==> config.mk <==
export PLATFORM = sky130hd
export DESIGN_NAME = line_pixel_stepper_unit
export DESIGN_NICKNAME = d
export VERILOG_FILES = /design/src/design/lps_pkg.sv /design/src/design/lps_front.sv /design/src/design/lps_queue.sv /design/src/design/lps_div.sv /design/src/design/lps_back.sv /design/src/design/line_pixel_stepper_unit.sv
export SDC_FILE = /design/constraint.sdc
export NUM_CORES = 2
export LEC_CHECK = 0
export ABC_AREA = 0
export BUFFER_PORTS_ARGS = -buffer_cell sky130_fd_sc_hd__buf_2
export CAP_MARGIN = 20
export CORE_MARGIN = 2
export CORE_UTILIZATION = 65
export DETAILED_ROUTE_END_ITERATION = 16
export PLACE_DENSITY = 0.93
export SYNTH_ARGS = -nofsm -noshare
export SYNTH_HDL_FRONTEND = slang
export SYNTH_SLANG_ARGS = --single-unit
==> constraint.sdc <==
create_clock -name clk -period 9.4 [get_ports clk]
set_input_delay 1.88 -clock clk [delete_from_list [all_inputs] [get_ports clk]]
set_output_delay 1.88 -clock clk [all_outputs]
set_load 0.03 [all_outputs]
==> src/design/lps_pkg.sv <==
// Shared types and constants for the line pixel stepper.
// No dependencies; imported by every module of the block.

package lps_pkg;

	// Defaults for the top-level geometry parameters
	localparam int unsigned SCREEN_W_DEF  = 1024;
	localparam int unsigned TOTAL_PIX_DEF = 1048576;

	localparam int COORD_W = 12;                    // endpoint coordinates
	localparam int RISE_W  = COORD_W + 1;           // coordinate differences
	localparam int FRAC_W  = 16;                    // Q12.16 fraction bits
	localparam int QUO_W   = COORD_W + FRAC_W;      // slope magnitude
	localparam int SLOPE_W = QUO_W + 1;             // signed slope
	localparam int PROD_W  = SLOPE_W + COORD_W;     // slope times coordinate
	localparam int ICPT_W  = PROD_W + 1 - FRAC_W + 1;
	localparam int B_W     = ICPT_W - 1 + FRAC_W;   // intercept numerator
	localparam int PY_W    = PROD_W + 3 - FRAC_W;   // pixel row
	localparam int V_W     = PY_W + FRAC_W;         // row numerator
	localparam int OFF_W   = 32;                    // framebuffer offset
	localparam int ADDR_W  = 20;
	localparam int COLOR_W = 32;

	localparam int QUEUE_DEPTH = 2;
	localparam int QPTR_W      = (QUEUE_DEPTH > 1) ? $clog2(QUEUE_DEPTH) : 1;
	localparam int QCNT_W      = $clog2(QUEUE_DEPTH + 1);
	localparam int DIV_CNT_W   = $clog2(QUO_W + 1);

	typedef enum logic [0:0] {
		FUNC_LOAD = 1'b0,
		FUNC_STEP = 1'b1
	} func_t;

	typedef enum logic [1:0] {
		MODE_VERT  = 2'd0,
		MODE_HOR   = 2'd1,
		MODE_SLOPE = 2'd2
	} mode_t;

	// One classified transaction as it sits in the queue
	typedef struct packed {
		logic                       is_step;
		mode_t                      mode;
		logic signed [COORD_W-1:0]  step_c;
		logic signed [COORD_W-1:0]  stop_c;
		logic signed [COORD_W-1:0]  fixed_c;
		logic signed [RISE_W-1:0]   rise;
		logic signed [RISE_W-1:0]   run;
		logic signed [COORD_W-1:0]  x_end;
		logic signed [COORD_W-1:0]  y_end;
		logic        [COLOR_W-1:0]  color;
	} lps_item_t;

	typedef struct packed {
		logic                       start;
		logic signed [RISE_W-1:0]   rise;
		logic signed [RISE_W-1:0]   run;
	} lps_div_req_t;

	typedef struct packed {
		logic                       done;
		logic signed [SLOPE_W-1:0]  quot;
	} lps_div_rsp_t;

endpackage

==> src/design/lps_front.sv <==
// Front end: classifies an incoming transaction into a queue record.
// Picks the line mode, orders the walking range and forms rise and run.
// Depends on lps_pkg.

module lps_front
	import lps_pkg::*;
(
	input  logic                       func,
	input  logic signed [COORD_W-1:0]  x_start,
	input  logic signed [COORD_W-1:0]  y_start,
	input  logic signed [COORD_W-1:0]  x_end,
	input  logic signed [COORD_W-1:0]  y_end,
	input  logic        [COLOR_W-1:0]  pixel_color,
	output lps_item_t                  item
);

	logic signed [COORD_W-1:0] x_lo, x_hi, y_lo, y_hi;

	always_comb begin
		x_lo = (x_start < x_end) ? x_start : x_end;
		x_hi = (x_start < x_end) ? x_end : x_start;
		y_lo = (y_start < y_end) ? y_start : y_end;
		y_hi = (y_start < y_end) ? y_end : y_start;

		item.is_step = (func_t'(func) == FUNC_STEP);
		item.rise    = {y_end[COORD_W-1], y_end} - {y_start[COORD_W-1], y_start};
		item.run     = {x_end[COORD_W-1], x_end} - {x_start[COORD_W-1], x_start};
		item.x_end   = x_end;
		item.y_end   = y_end;
		item.color   = pixel_color;

		if (x_start == x_end) begin
			// equal endpoints land here too: one pixel at the endpoint
			item.mode    = MODE_VERT;
			item.fixed_c = x_start;
			item.step_c  = y_lo;
			item.stop_c  = y_hi;
		end else if (y_start == y_end) begin
			item.mode    = MODE_HOR;
			item.fixed_c = y_start;
			item.step_c  = x_lo;
			item.stop_c  = x_hi;
		end else begin
			item.mode    = MODE_SLOPE;
			item.fixed_c = '0;
			item.step_c  = x_lo;
			item.stop_c  = x_hi;
		end
	end

endmodule

==> src/design/lps_queue.sv <==
// Short FIFO of classified transactions between front and back end.
// Depends on lps_pkg.

module lps_queue
	import lps_pkg::*;
(
	input  logic       clk,
	input  logic       arst_n,
	input  logic       push,
	input  lps_item_t  wr_item,
	input  logic       pop,
	output lps_item_t  rd_item,
	output logic       not_empty,
	output logic       not_full
);

	lps_item_t            mem_q [QUEUE_DEPTH];
	logic [QPTR_W-1:0]    wr_ptr_q, rd_ptr_q;
	logic [QCNT_W-1:0]    count_q;

	function automatic logic [QPTR_W-1:0] ptr_inc(input logic [QPTR_W-1:0] p);
		if (p == QPTR_W'(QUEUE_DEPTH - 1))
			return '0;
		return p + 1'b1;
	endfunction

	assign not_empty = (count_q != '0);
	assign not_full  = (count_q != QCNT_W'(QUEUE_DEPTH));
	assign rd_item   = mem_q[rd_ptr_q];

	always_ff @(posedge clk) begin
		if (push)
			mem_q[wr_ptr_q] <= wr_item;
	end

	always_ff @(posedge clk or negedge arst_n) begin
		if (!arst_n) begin
			wr_ptr_q <= '0;
			rd_ptr_q <= '0;
			count_q  <= '0;
		end else begin
			if (push)
				wr_ptr_q <= ptr_inc(wr_ptr_q);
			if (pop)
				rd_ptr_q <= ptr_inc(rd_ptr_q);
			if (push && !pop)
				count_q <= count_q + 1'b1;
			else if (pop && !push)
				count_q <= count_q - 1'b1;
		end
	end

endmodule

==> src/design/lps_div.sv <==
// Serial signed divider for the slope: (rise * 2^16) / run, truncated.
// Restoring division on magnitudes, one quotient bit per cycle.
// Depends on lps_pkg.

module lps_div
	import lps_pkg::*;
(
	input  logic          clk,
	input  logic          arst_n,
	input  lps_div_req_t  req,
	output lps_div_rsp_t  rsp
);

	logic                  busy_q, done_q, neg_q;
	logic [DIV_CNT_W-1:0]  cnt_q;
	logic [QUO_W-1:0]      acc_q;     // dividend bits shift out, quotient bits in
	logic [COORD_W-1:0]    rem_q;
	logic [COORD_W-1:0]    dvs_q;

	logic [RISE_W-1:0]     rise_mag, run_mag;
	logic [COORD_W:0]      trial;
	logic                  ge;
	logic [COORD_W-1:0]    rem_nxt;
	logic [SLOPE_W-1:0]    quot_ext;

	always_comb begin
		rise_mag = req.rise[RISE_W-1] ? (RISE_W'(0) - req.rise) : req.rise;
		run_mag  = req.run[RISE_W-1]  ? (RISE_W'(0) - req.run)  : req.run;
		trial    = {rem_q, acc_q[QUO_W-1]};
		ge       = (trial >= {1'b0, dvs_q});
		rem_nxt  = ge ? COORD_W'(trial - {1'b0, dvs_q}) : trial[COORD_W-1:0];
		quot_ext = {1'b0, acc_q};
	end

	assign rsp.done = done_q;
	assign rsp.quot = neg_q ? $signed(SLOPE_W'(0) - quot_ext) : $signed(quot_ext);

	always_ff @(posedge clk) begin
		if (req.start) begin
			acc_q <= {rise_mag[COORD_W-1:0], {FRAC_W{1'b0}}};
			rem_q <= '0;
			dvs_q <= run_mag[COORD_W-1:0];
			neg_q <= req.rise[RISE_W-1] ^ req.run[RISE_W-1];
		end else if (busy_q) begin
			acc_q <= {acc_q[QUO_W-2:0], ge};
			rem_q <= rem_nxt;
		end
	end

	always_ff @(posedge clk or negedge arst_n) begin
		if (!arst_n) begin
			busy_q <= 1'b0;
			done_q <= 1'b0;
			cnt_q  <= '0;
		end else begin
			done_q <= 1'b0;
			if (req.start) begin
				busy_q <= 1'b1;
				cnt_q  <= DIV_CNT_W'(QUO_W);
			end else if (busy_q) begin
				cnt_q <= cnt_q - 1'b1;
				if (cnt_q == DIV_CNT_W'(1)) begin
					busy_q <= 1'b0;
					done_q <= 1'b1;
				end
			end
		end
	end

endmodule

==> src/design/lps_back.sv <==
// Back end: holds the line state, runs the sloped-line load sequence (divide, multiply,
// intercept) and the step pipeline s1..s3 plus the output register.
// Depends on lps_pkg; drives lps_div through its request struct.

module lps_back
	import lps_pkg::*;
#(
	parameter int unsigned SCREEN_W  = SCREEN_W_DEF,
	parameter int unsigned TOTAL_PIX = TOTAL_PIX_DEF
) (
	input  logic                 clk,
	input  logic                 arst_n,
	input  lps_item_t            q_item,
	input  logic                 q_avail,
	output logic                 q_pop,
	output lps_div_req_t         div_req,
	input  lps_div_rsp_t         div_rsp,
	output logic                 res_valid,
	input  logic                 res_ready,
	output logic                 pixel_valid,
	output logic                 write_enable,
	output logic [ADDR_W-1:0]    address,
	output logic [COLOR_W-1:0]   color_out,
	output logic                 last
);

	typedef enum logic [3:0] {
		ST_IDLE = 4'b0001,
		ST_DIV  = 4'b0010,
		ST_MUL  = 4'b0100,
		ST_ICPT = 4'b1000
	} st_t;

	st_t state_q;

	// line state
	logic                       active_q;
	mode_t                      mode_q;
	logic signed [COORD_W-1:0]  step_q, stop_q, fixed_q, xend_q, yend_q;
	logic signed [SLOPE_W-1:0]  slope_q;
	logic signed [ICPT_W-1:0]   icpt_q;
	logic signed [PROD_W-1:0]   prod_q;
	logic        [COLOR_W-1:0]  color_q;

	// step pipeline
	logic                       vld_s1, vld_s2, vld_s3;
	logic                       act_s1, act_s2, act_s3;
	logic                       last_s1, last_s2, last_s3;
	logic                       slp_s1;
	logic signed [COORD_W-1:0]  px_s1, px_s2, ypl_s1;
	logic signed [PROD_W-1:0]   prod_s1;
	logic signed [ICPT_W-1:0]   icpt_s1;
	logic        [COLOR_W-1:0]  color_s1, color_s2, color_s3;
	logic signed [PY_W-1:0]     py_s2;
	logic        [OFF_W-1:0]    off_s3;

	// output register
	logic                       res_valid_q, pix_q, we_q, last_q;
	logic        [ADDR_W-1:0]   addr_q;
	logic        [COLOR_W-1:0]  color_q_out;

	logic                       en, take_step, take_load;
	logic signed [B_W-1:0]      b_num;
	logic signed [ICPT_W-1:0]   icpt_nxt;
	logic signed [V_W-1:0]      v_num;
	logic signed [PY_W-1:0]     py_slope;
	logic        [OFF_W-1:0]    py_ext, px_ext;

	assign en        = !res_valid_q || res_ready;
	assign take_step = (state_q == ST_IDLE) && q_avail && q_item.is_step && en;
	assign take_load = (state_q == ST_IDLE) && q_avail && !q_item.is_step;
	assign q_pop     = take_step || take_load;

	assign div_req.start = take_load && (q_item.mode == MODE_SLOPE);
	assign div_req.rise  = q_item.rise;
	assign div_req.run   = q_item.run;

	always_comb begin
		// intercept = trunc((y_end * 2^16 - slope * x_end) / 2^16)
		b_num    = (B_W'(yend_q) <<< FRAC_W) - B_W'(prod_q);
		icpt_nxt = ICPT_W'($signed(b_num[B_W-1:FRAC_W]))
		         + ICPT_W'(b_num[B_W-1] && (b_num[FRAC_W-1:0] != '0));
		// row = trunc((slope * x + intercept * 2^16) / 2^16)
		v_num    = V_W'(prod_s1) + (V_W'(icpt_s1) <<< FRAC_W);
		py_slope = $signed(v_num[V_W-1:FRAC_W])
		         + PY_W'(v_num[V_W-1] && (v_num[FRAC_W-1:0] != '0));
		py_ext   = {{(OFF_W-PY_W){py_s2[PY_W-1]}}, py_s2};
		px_ext   = {{(OFF_W-COORD_W){px_s2[COORD_W-1]}}, px_s2};
	end

	// load sequencer
	always_ff @(posedge clk or negedge arst_n) begin
		if (!arst_n) begin
			state_q <= ST_IDLE;
		end else begin
			case (state_q)
				ST_IDLE: begin
					if (div_req.start)
						state_q <= ST_DIV;
				end
				ST_DIV: begin
					if (div_rsp.done)
						state_q <= ST_MUL;
				end
				ST_MUL:  state_q <= ST_ICPT;
				ST_ICPT: state_q <= ST_IDLE;
				default: state_q <= ST_IDLE;
			endcase
		end
	end

	// line state
	always_ff @(posedge clk or negedge arst_n) begin
		if (!arst_n) begin
			active_q <= 1'b0;
			mode_q   <= MODE_VERT;
			step_q   <= '0;
			stop_q   <= '0;
			fixed_q  <= '0;
			slope_q  <= '0;
			icpt_q   <= '0;
			color_q  <= '0;
			xend_q   <= '0;
			yend_q   <= '0;
			prod_q   <= '0;
		end else begin
			if (take_load) begin
				active_q <= 1'b1;
				mode_q   <= q_item.mode;
				step_q   <= q_item.step_c;
				stop_q   <= q_item.stop_c;
				fixed_q  <= q_item.fixed_c;
				color_q  <= q_item.color;
				xend_q   <= q_item.x_end;
				yend_q   <= q_item.y_end;
				slope_q  <= '0;
				icpt_q   <= '0;
			end else if (take_step && active_q) begin
				if (step_q >= stop_q)
					active_q <= 1'b0;
				else
					step_q <= step_q + 1'b1;
			end
			if ((state_q == ST_DIV) && div_rsp.done)
				slope_q <= div_rsp.quot;
			if (state_q == ST_MUL)
				prod_q <= slope_q * xend_q;
			if (state_q == ST_ICPT)
				icpt_q <= icpt_nxt;
		end
	end

	// step pipeline valids
	always_ff @(posedge clk or negedge arst_n) begin
		if (!arst_n) begin
			vld_s1      <= 1'b0;
			vld_s2      <= 1'b0;
			vld_s3      <= 1'b0;
			res_valid_q <= 1'b0;
		end else if (en) begin
			vld_s1      <= take_step;
			vld_s2      <= vld_s1;
			vld_s3      <= vld_s2;
			res_valid_q <= vld_s3;
		end
	end

	// step pipeline payload
	always_ff @(posedge clk) begin
		if (en) begin
			// s1: pick coordinates, slope * x
			act_s1   <= active_q;
			last_s1  <= active_q && (step_q >= stop_q);
			slp_s1   <= (mode_q == MODE_SLOPE);
			px_s1    <= (mode_q == MODE_VERT) ? fixed_q : step_q;
			ypl_s1   <= (mode_q == MODE_HOR) ? fixed_q : step_q;
			prod_s1  <= slope_q * step_q;
			icpt_s1  <= icpt_q;
			color_s1 <= color_q;
			// s2: row
			act_s2   <= act_s1;
			last_s2  <= last_s1;
			px_s2    <= px_s1;
			py_s2    <= slp_s1 ? py_slope : PY_W'(ypl_s1);
			color_s2 <= color_s1;
			// s3: linear offset
			act_s3   <= act_s2;
			last_s3  <= last_s2;
			off_s3   <= OFF_W'(SCREEN_W) * py_ext + px_ext;
			color_s3 <= color_s2;
			// output: range check, blank fields for an idle step
			pix_q       <= act_s3;
			we_q        <= act_s3 && (off_s3 < OFF_W'(TOTAL_PIX));
			addr_q      <= act_s3 ? off_s3[ADDR_W-1:0] : '0;
			color_q_out <= act_s3 ? color_s3 : '0;
			last_q      <= last_s3;
		end
	end

	assign res_valid    = res_valid_q;
	assign pixel_valid  = pix_q;
	assign write_enable = we_q;
	assign address      = addr_q;
	assign color_out    = color_q_out;
	assign last         = last_q;

endmodule

==> src/design/line_pixel_stepper_unit.sv <==
// Line pixel stepper, top level: front classifier, transaction queue,
// serial slope divider and back-end step pipeline.
// Depends on lps_pkg, lps_front, lps_queue, lps_div, lps_back.
//
// Usage:
//  - Command channel (cmd_valid/cmd_ready): func 0 loads a line from the
//    two endpoints and pixel_color; func 1 asks for the next pixel.
//  - Result channel (res_valid/res_ready): one transaction per step command,
//    none per load. pixel_valid is 0 (all fields 0) when no line is active.
//    write_enable drops when SCREEN_W*y+x falls outside the framebuffer;
//    last marks the final pixel of the line.
//  - Path of a step after its command is accepted: the queue, then
//    s1 coordinate/product, s2 row, s3 offset, output reg.
//  - Throughput: steps stream at one per cycle while no load is in progress
//    and the receiver is not stalling. A vertical or horizontal load
//    is taken in the idle state; a sloped load holds the back end through the
//    bit-serial divider (28 quotient bits), intercept multiply and correction.
//  - The 2-entry queue keeps taking commands while the back end divides or
//    the receiver stalls; cmd_ready drops only when the queue is full.
//  - A receiver stall freezes the whole step pipeline in place.
//  - Reset clears the queue, the pipeline and the line state: a step after
//    reset returns an all-zero result.

module line_pixel_stepper_unit
	import lps_pkg::*;
#(
	parameter int unsigned SCREEN_W  = SCREEN_W_DEF,
	parameter int unsigned TOTAL_PIX = TOTAL_PIX_DEF
) (
	input  logic                       clk,
	input  logic                       arst_n,
	input  logic                       cmd_valid,
	output logic                       cmd_ready,
	input  logic                       func,
	input  logic signed [COORD_W-1:0]  x_start,
	input  logic signed [COORD_W-1:0]  y_start,
	input  logic signed [COORD_W-1:0]  x_end,
	input  logic signed [COORD_W-1:0]  y_end,
	input  logic        [COLOR_W-1:0]  pixel_color,
	output logic                       res_valid,
	input  logic                       res_ready,
	output logic                       pixel_valid,
	output logic                       write_enable,
	output logic        [ADDR_W-1:0]   address,
	output logic        [COLOR_W-1:0]  color_out,
	output logic                       last
);

	lps_item_t     front_item, head_item;
	logic          q_push, q_pop, q_avail, q_not_full;
	lps_div_req_t  div_req;
	lps_div_rsp_t  div_rsp;

	assign cmd_ready = q_not_full;
	assign q_push    = cmd_valid && cmd_ready;

	// classify the incoming transaction
	lps_front u_front (
		.func        (func),
		.x_start     (x_start),
		.y_start     (y_start),
		.x_end       (x_end),
		.y_end       (y_end),
		.pixel_color (pixel_color),
		.item        (front_item)
	);

	// decouples command intake from the back end
	lps_queue u_queue (
		.clk       (clk),
		.arst_n    (arst_n),
		.push      (q_push),
		.wr_item   (front_item),
		.pop       (q_pop),
		.rd_item   (head_item),
		.not_empty (q_avail),
		.not_full  (q_not_full)
	);

	// slope divider, started by the back end on a sloped load
	lps_div u_div (
		.clk    (clk),
		.arst_n (arst_n),
		.req    (div_req),
		.rsp    (div_rsp)
	);

	lps_back #(
		.SCREEN_W  (SCREEN_W),
		.TOTAL_PIX (TOTAL_PIX)
	) u_back (
		.clk          (clk),
		.arst_n       (arst_n),
		.q_item       (head_item),
		.q_avail      (q_avail),
		.q_pop        (q_pop),
		.div_req      (div_req),
		.div_rsp      (div_rsp),
		.res_valid    (res_valid),
		.res_ready    (res_ready),
		.pixel_valid  (pixel_valid),
		.write_enable (write_enable),
		.address      (address),
		.color_out    (color_out),
		.last         (last)
	);

	// an idle-line step carries nothing
	a_idle_step_blank: assert property (@(posedge clk) disable iff (!arst_n)
		res_valid && !pixel_valid |-> !write_enable && !last && (address == '0)
		&& (color_out == '0))
		else $error("idle step result carries nonzero fields");

	// last only on a real pixel
	a_last_needs_pixel: assert property (@(posedge clk) disable iff (!arst_n)
		res_valid && last |-> pixel_valid)
		else $error("last set without pixel_valid");

	// queue fills only through accepted commands
	a_ready_falls_on_push: assert property (@(posedge clk) disable iff (!arst_n)
		$fell(cmd_ready) |-> $past(cmd_valid))
		else $error("cmd_ready dropped without an accepted command");

	// the divider starts only when a load leaves the queue
	a_div_start_idle: assert property (@(posedge clk) disable iff (!arst_n)
		div_req.start |-> q_pop)
		else $error("divider started without a load leaving the queue");

endmodule
==> After elaboration in Yosys (flattened, before gate mapping) <==
Memories as Yosys holds them, arrays and structs flattened.
Index checks and enable logic that the tools add are counted.
{ "classes": {"n_addsub": 17, "multipliers": 2, "n_lt_le_gt_ge": 5, "n_eq_ne": 14, "muxes": 48, "bitwise": 1, "reduce_logical": 33} }
{ "ops": {"columns": ["cell", "n"], "rows": [
  ["$mux W12", 12],
  ["$mux W29", 3],
  ["$mul A29 B12 Y41", 2],
  ["$mux W38", 2],
  ["$mux W28", 2],
  ["$mux W27", 2],
  ["$add A41 B43 Y44", 1],
  ["$sub A28 B41 Y42", 1],
  ["$add A32 B32 Y32", 1],
  ["$lt A32 B21 Y1 const B", 1],
  ["$reduce_bool A16 Y1", 2],
  ["$sub A1 B28 Y29 const A", 1],
  ["$add A26 B2 Y27", 1],
  ["$sub A12 B12 Y13", 2],
  ["$eq A12 B12 Y1", 2],
  ["$lt A12 B12 Y1", 2],
  ["$sub A1 B12 Y12 const A", 2],
  ["$add A22 B1 Y22", 1],
  ["$mux W22", 1],
  ["$mux W1", 19],
  ["$logic_and A1 B1 Y1", 14],
  ["$reduce_bool A2 Y1", 7],
  ["$ge A13 B12 Y1", 1],
  ["$add A12 B1 Y12 const B", 1],
  ["other kinds (24)", 37]
]} }
{ "totals": {"register_bits": 580, "mem_bits_rw": 242, "in_bits": 85, "memories": 1} }
{ "memory_table": {"columns": ["name", "depth", "word_bits", "read_ports", "rd_ports_with_merged_regs", "wr", "line_no", "source"], "rows": [
  ["u_queue.mem_q", 2, 121, 1, 0, 1, "lps_queue.sv:17", "lps_item_t mem_q [QUEUE_DEPTH];"]
]} }

==> Longest topological paths before layout <==
{ "logic_depth": {"word_depth": 8, "depth_mapped": 26} }

==> By module <==
From an unflattened synthesis, not the netlist that was laid out.
{ "hier_totals": {"cells_unflattened": 5979, "area_unflattened_um2": 62437.4} }
{ "modules_own_cells": {"columns": ["module", "n_inst", "cells_per_inst", "area_per_inst_um2", "seq_area_each_um2"], "rows": [
  ["lps_back", 1, 4792, 46659.8, 14495.2],
  ["lps_queue", 1, 393, 9255.1, 7367.1],
  ["lps_div", 1, 434, 3941.3, 1486.4],
  ["lps_front", 1, 359, 2575.0, 0.0],
  ["line_pixel_stepper_unit", 1, 1, 6.3, 0.0]
]} }

==> Least setup slack after synthesis <==
Ideal clock, no wire load.
{ "synth_timing": {"kind": "input to register", "from": "input res_ready", "to": "register u_back.act_s1, enable pin", "arrival_time_ns": 8.105, "setup_slack_ns": 0.627, "stages": 2, "path_cell_list": "nor2b_1 inv_1"} }
{ "synth_via": {"elab_chain_len": 1} }
{ "synth_lines": {"columns": ["element", "line_no", "source"], "rows": [
  ["start: declaration", "line_pixel_stepper_unit.sv:41", "input logic res_ready,"],
  ["$logic_or A1 B1 Y1", "lps_back.sv:69", "assign en = !res_valid_q || res_ready;"],
  ["end signal: assignment", "lps_back.sv:172", "act_s1 <= active_q;"],
  ["end: declaration", "lps_back.sv:47", "logic act_s1, act_s2, act_s3;"]
]} }
Every way passes these cells.
A chain may end at the register's enable or synchronous reset.

==> Final worst setup path <==
{ "layout_timing": {"from": "register u_back.step_q[5]", "to": "register u_back.prod_s1[39] (data pin)"} }
{ "layout_via": {"elab_chain_len": 1} }
{ "layout_lines": {"columns": ["element", "line_no", "source"], "rows": [
  ["start: declaration", "lps_back.sv:39", "logic signed [COORD_W-1:0] step_q, stop_q, fixed_q, xend_q, yend_q;"],
  ["start signal: assignment", "lps_back.sv:130", "step_q <= q_item.step_c;"],
  ["start signal: assignment", "lps_back.sv:142", "step_q <= step_q + 1'b1;"],
  ["$mul A29 B12 Y41", "lps_back.sv:177", "prod_s1 <= slope_q * step_q;"],
  ["end signal: assignment", "lps_back.sv:177", null],
  ["end: declaration", "lps_back.sv:51", "logic signed [PROD_W-1:0] prod_s1;"]
]} }
Every way passes these cells.

==> impl_results.md <==
* Die Span Y at between 300 and 400 um
* Total stage count of the critical path at 21
* First-pass iteration count of the detailed router at 14
* Data arrival time of the worst path at 7680 ps
* Compound-gate portion of the synthesized area at 7.38%
* Global-route wire length before repair at between 200000 and 250000 um
* Busiest metal layer after global routing: met2
* Met3 track demand over resource at roughly 7.3%
* Unrepaired setup endpoints after global routing: false
* Largest net degree at the start of global routing at roughly 140
* Final Hold Fails at 0
* Transition time of the tightest slew-check pin at approximately 1200 ps
* Ys async rst share at between 20% and 30%
* GR met2 Demand/Resource at a little over half
* Normalized max-slew margin at 17.2%
* Final critical path time including I/O delays and setup at around 7300 ps
* Cell at the root of the clock tree: clkbuf_16
* Number of placed cells counting well taps at 6902
* Result of the run: complete, but fails checks
* Final Slew Violations at 0
* Net count after synthesis at ~6700
* Post-synthesis share of cell area spent on and, or, nand and nor gates at 12.6%
* Launching element type of the critical path: flip-flop
* Total gr overflow at 0
* Sum of net half-perimeters after detailed placement at between 100000 and 150000 um
* Number of max-capacitance violations reported at 0
* Starting DRC count in detailed routing at roughly 5700
* Number of CTS-inserted buffers at between 80 and 90
* Largest family of logic cells by synthesized area: adder cells
* Width of the die at approximately 310 um
* Post-synthesis sequential area ratio at between 30 and 40%
* Launching element of the worst setup path: u_back.step_q[5]$_DFFE_PN0P_
* Post-route insts no fill at roughly 7000
* Endpoint of the worst setup timing path: u_back.prod_s1[39]$_DFFE_PN_
* Violations in the final reports: DRC
* Die ar. at 95800 um2
* TritonCTS clock tree: done
* Worst hold slack at around 410 ps
* Per-cell via count in the routed design at between 6 and 7
* Most common cell in the synthesized netlist: inv_1
* Post-route setup TNS at 0 ps
* Cell type of the slowest stage on the worst timing path: dfrtp_1
* Initial antenna violation count at 8
* Achievable Freq at ~140 MHz
* Top cell by count, worst path: fa_1
* Leakage power figure at 29.1 nW
* Worst Reg2Reg Path Length in Cells at 21
* Routed WL at roughly 160000 um
* Peak per-stage delay on the critical path at 990 ps
* Global placer's final weighted congestion at between 0.9 and 1
* Filler Cells Inserted at roughly 5800
* WL/cell at 23.2 um
* Via count of the first global-routing pass at 45000
* Starting Density at about two thirds
* Buffers from clock root to sink, at most at 3
* Remaining antenna violation count after routing at 0
* Quantity of hold-fixing buffers added after cts at 0
* Number of standard-cell rows in the floorplan at ~110
* Relative area change from synthesis to final layout at 7.85%
* CTS HTree Levels at 3
* Final Total Pwr at 18.3 mW
* Total of warnings raised by yosys at 0
* Required time worst endpoint at between 9000 and 10000 ps
* Num Clock Sinks at between 800 and 900
* Post-CTS setup buffer count at 0
* Power per cell area at 279 nW/um2
* Mux share of post-synthesis cell area at 4.01%
* Post-layout nets at a little under 7000
* Post-layout instance area at between 60000 and 70000 um2
* Total area of multi-input combinational cells at between 30000 and 40000 um2
* Vias after detailed routing at 44400
* Synth top area cells: edfxtp_1 (29%), fa_1 (20%), dfrtp_1 (8.7%)
* Share of synthesized cell area in full adder, half adder and majority cells at between 20% and 30%
* Type of the worst min-delay path: reg2reg
* Post-detailed-route DRC marker count at 2
* Cell family with the largest share of critical-path delay: adder cells
* Global routing usage on met1 at 40.6%
* Critical register-to-register path startpoint: u_back.step_q[5]$_DFFE_PN0P_
* Distinct cells, synth at just over 100
* Setup-violating endpoint count in the final report at 0
* Final Skew at about 58 ps
* Crit end category: flip-flop
* Seq cells post-synth at 822
* Sequential Area at between 20000 and 25000 um2
* Core area at 92900 um2
* Port Buffer Count at about 140
* Top cells by count, synth: inv_1 (865), nand2_1 (768), fa_1 (621)
* Portion of synthesized cell area occupied by the leading cell type at between 20% and 30%
* Total track usage at 33.2%
* Parity-gate share of the synthesized area counting xor and xnor cells at ~3.8%
* Post-synthesis cell type with the largest combined area: edfxtp_1
* Crit Path Class: reg2reg
* Top flip-flop cell by instance count after synthesis: edfxtp_1
* Portion of the clock cycle consumed by the worst path in the final layout at just under 80%
* Worst path cell trace: buf_4 > nand2_1 > fa_1 > fa_1 > fa_1 > inv_1 > fa_1 > inv_1 > fa_1 > inv_1 > ha_1 > o21a_1 > o21a_1 > o21a_1 > o21ai_0 > o31ai_1 > nand2_1 > a21o_1 > a21o_1 > a21oi_1 > xor2_1
* Worst reg2reg endpoint: u_back.prod_s1[39]$_DFFE_PN_
* Clock-pin slew reported for the worst setup and hold paths after clock tree synthesis at ~70 ps
* Synthesized area per cell at 10.6 um2
* Highest ir drop seen on vdd at 0.253 mV
* Layout cell share with drive strength beyond 1 at 7.33%
* Count of flip-flops with a built-in enable after synthesis at approximately 580
* R2R Setup Slk at between 2000 and 2500 ps
* Total standard cell area after synthesis at approximately 60000 um2
* Gate count of the mapped netlist at between 5000 and 6000
* Resized cells post-CTS at 0
* Total I/O pin count at about 140
* Skew-Pair Late Insertion Delay at 700 ps
* Count of buffer and inverter cells on the critical path at 4
* Cell area reported after detailed placement at between 60000 and 70000 um2
* Worst-path maximum fanout at 21
## per-stage QoR
step | setup WS [ps] | utilization, %
floorplan | 627 | -
global placement | 2470 | 67.2
detailed placement | 2390 | 67.2
CTS | 2320 | 70.2
global route | 1860 | 70.4
finish | 2110 | 70.4
## flip-flops by register name (all words and copies together) (netlist names), 27 cells and up
register          cells
u_back.color_s2      32
u_back.color_s1      32
u_back.icpt_s1       27
u_back.slope_q       29
u_back.color_q       32
u_back.color_out     32
u_back.icpt_q        27
u_back.off_s3        32
u_queue.mem_q       242
u_back.prod_q        41
u_back.color_s3      32
u_div.acc_q          28
u_back.prod_s1       41
## routing by layer
layer  vias up  share of wire (%)
met5         -             0.0079
met4         2                7.7
met3       904                 11
met2      3188                 48
met1     21600                 34
li1      18700                  -
## kinds of logic (layout without fill, tap and decap cells)
| logic type | count (synthesis) | in the layout |
|---|---|---|
| and+or+nand+nor | 1620 | 1620 |
| buffers and inverters | 1121 | 1222 |
| adders and majority gates | 925 | 925 |
| DFF | 822 | 822 |
| AOI/OAI and AO/OA | 724 | 724 |
| xor gates and xnor gates | 260 | 260 |
| muxes | 239 | 239 |
| other | 0 | 12 |
## power breakdown
part	switching, mW	internal [mW]
clock network	1.51	1.94
logic	5.24	2.96
registers	1.03	5.59
total	7.78	10.5
## worst reg2reg max path, cell delays in order (launching register included)
cell and delay (ps):
dfrtp_1 990, buf_4 420, nand2_1 130, fa_1 520
fa_1 450, fa_1 490, inv_1 60, fa_1 540
inv_1 50, fa_1 520, inv_1 60, ha_1 370
o21a_1 300, o21a_1 300, o21a_1 250, o21ai_0 240
o31ai_1 500, nand2_1 130, a21o_1 210, a21o_1 190
a21oi_1 190, xor2_1 100
## area by class of cell
| cell class | count | area share [%] |
|---|---|---|
| diodes | 12 | 0.0459 |
| clock buffers | 111 | 3.44 |
| clock inverters | 45 | 0.849 |
| inverters | 867 | 4.98 |
| multi-input cells | 3768 | 50.7 |
| flip-flops and latches | 822 | 35.7 |
| well taps | 1254 | 2.40 |
| repair buffers | 199 | 1.94 |
## how the worst min path moves through the flow
stage	startpoint	to	slack [ps]	cells past startpoint
after global placement	u_back.color_s2[16]$_DFFE_PN_	u_back.color_s3[16]$_DFFE_PN_	400	0
after detailed placement	u_back.color_s1[0]$_DFFE_PN_	u_back.color_s2[0]$_DFFE_PN_	400	0
after floorplan	u_back.act_s1$_DFFE_PN_	u_back.act_s2$_DFFE_PN_	400	0
final	u_back.color_s1[26]$_DFFE_PN_	u_back.color_s2[26]$_DFFE_PN_	410	0
after global routing	u_back.color_s1[26]$_DFFE_PN_	u_back.color_s2[26]$_DFFE_PN_	420	0
after CTS	u_back.color_s2[17]$_DFFE_PN_	u_back.color_s3[17]$_DFFE_PN_	410	0
## placed cells by master, fill, tap and decap left out, types with 101 or more instances in the layout
master    count
xor2_1      101
dfrtp_1     208
fa_1        621
and2_1      236
xnor2_1     153
o21ai_0     307
nand3_1     120
a21oi_1     137
ha_1        304
nand2_1     768
nor2_1      224
edfxtp_1    583
inv_1       864
buf_2       140
mux2i_1     207
No activity file was read; power rests on OpenSTA's default activity.
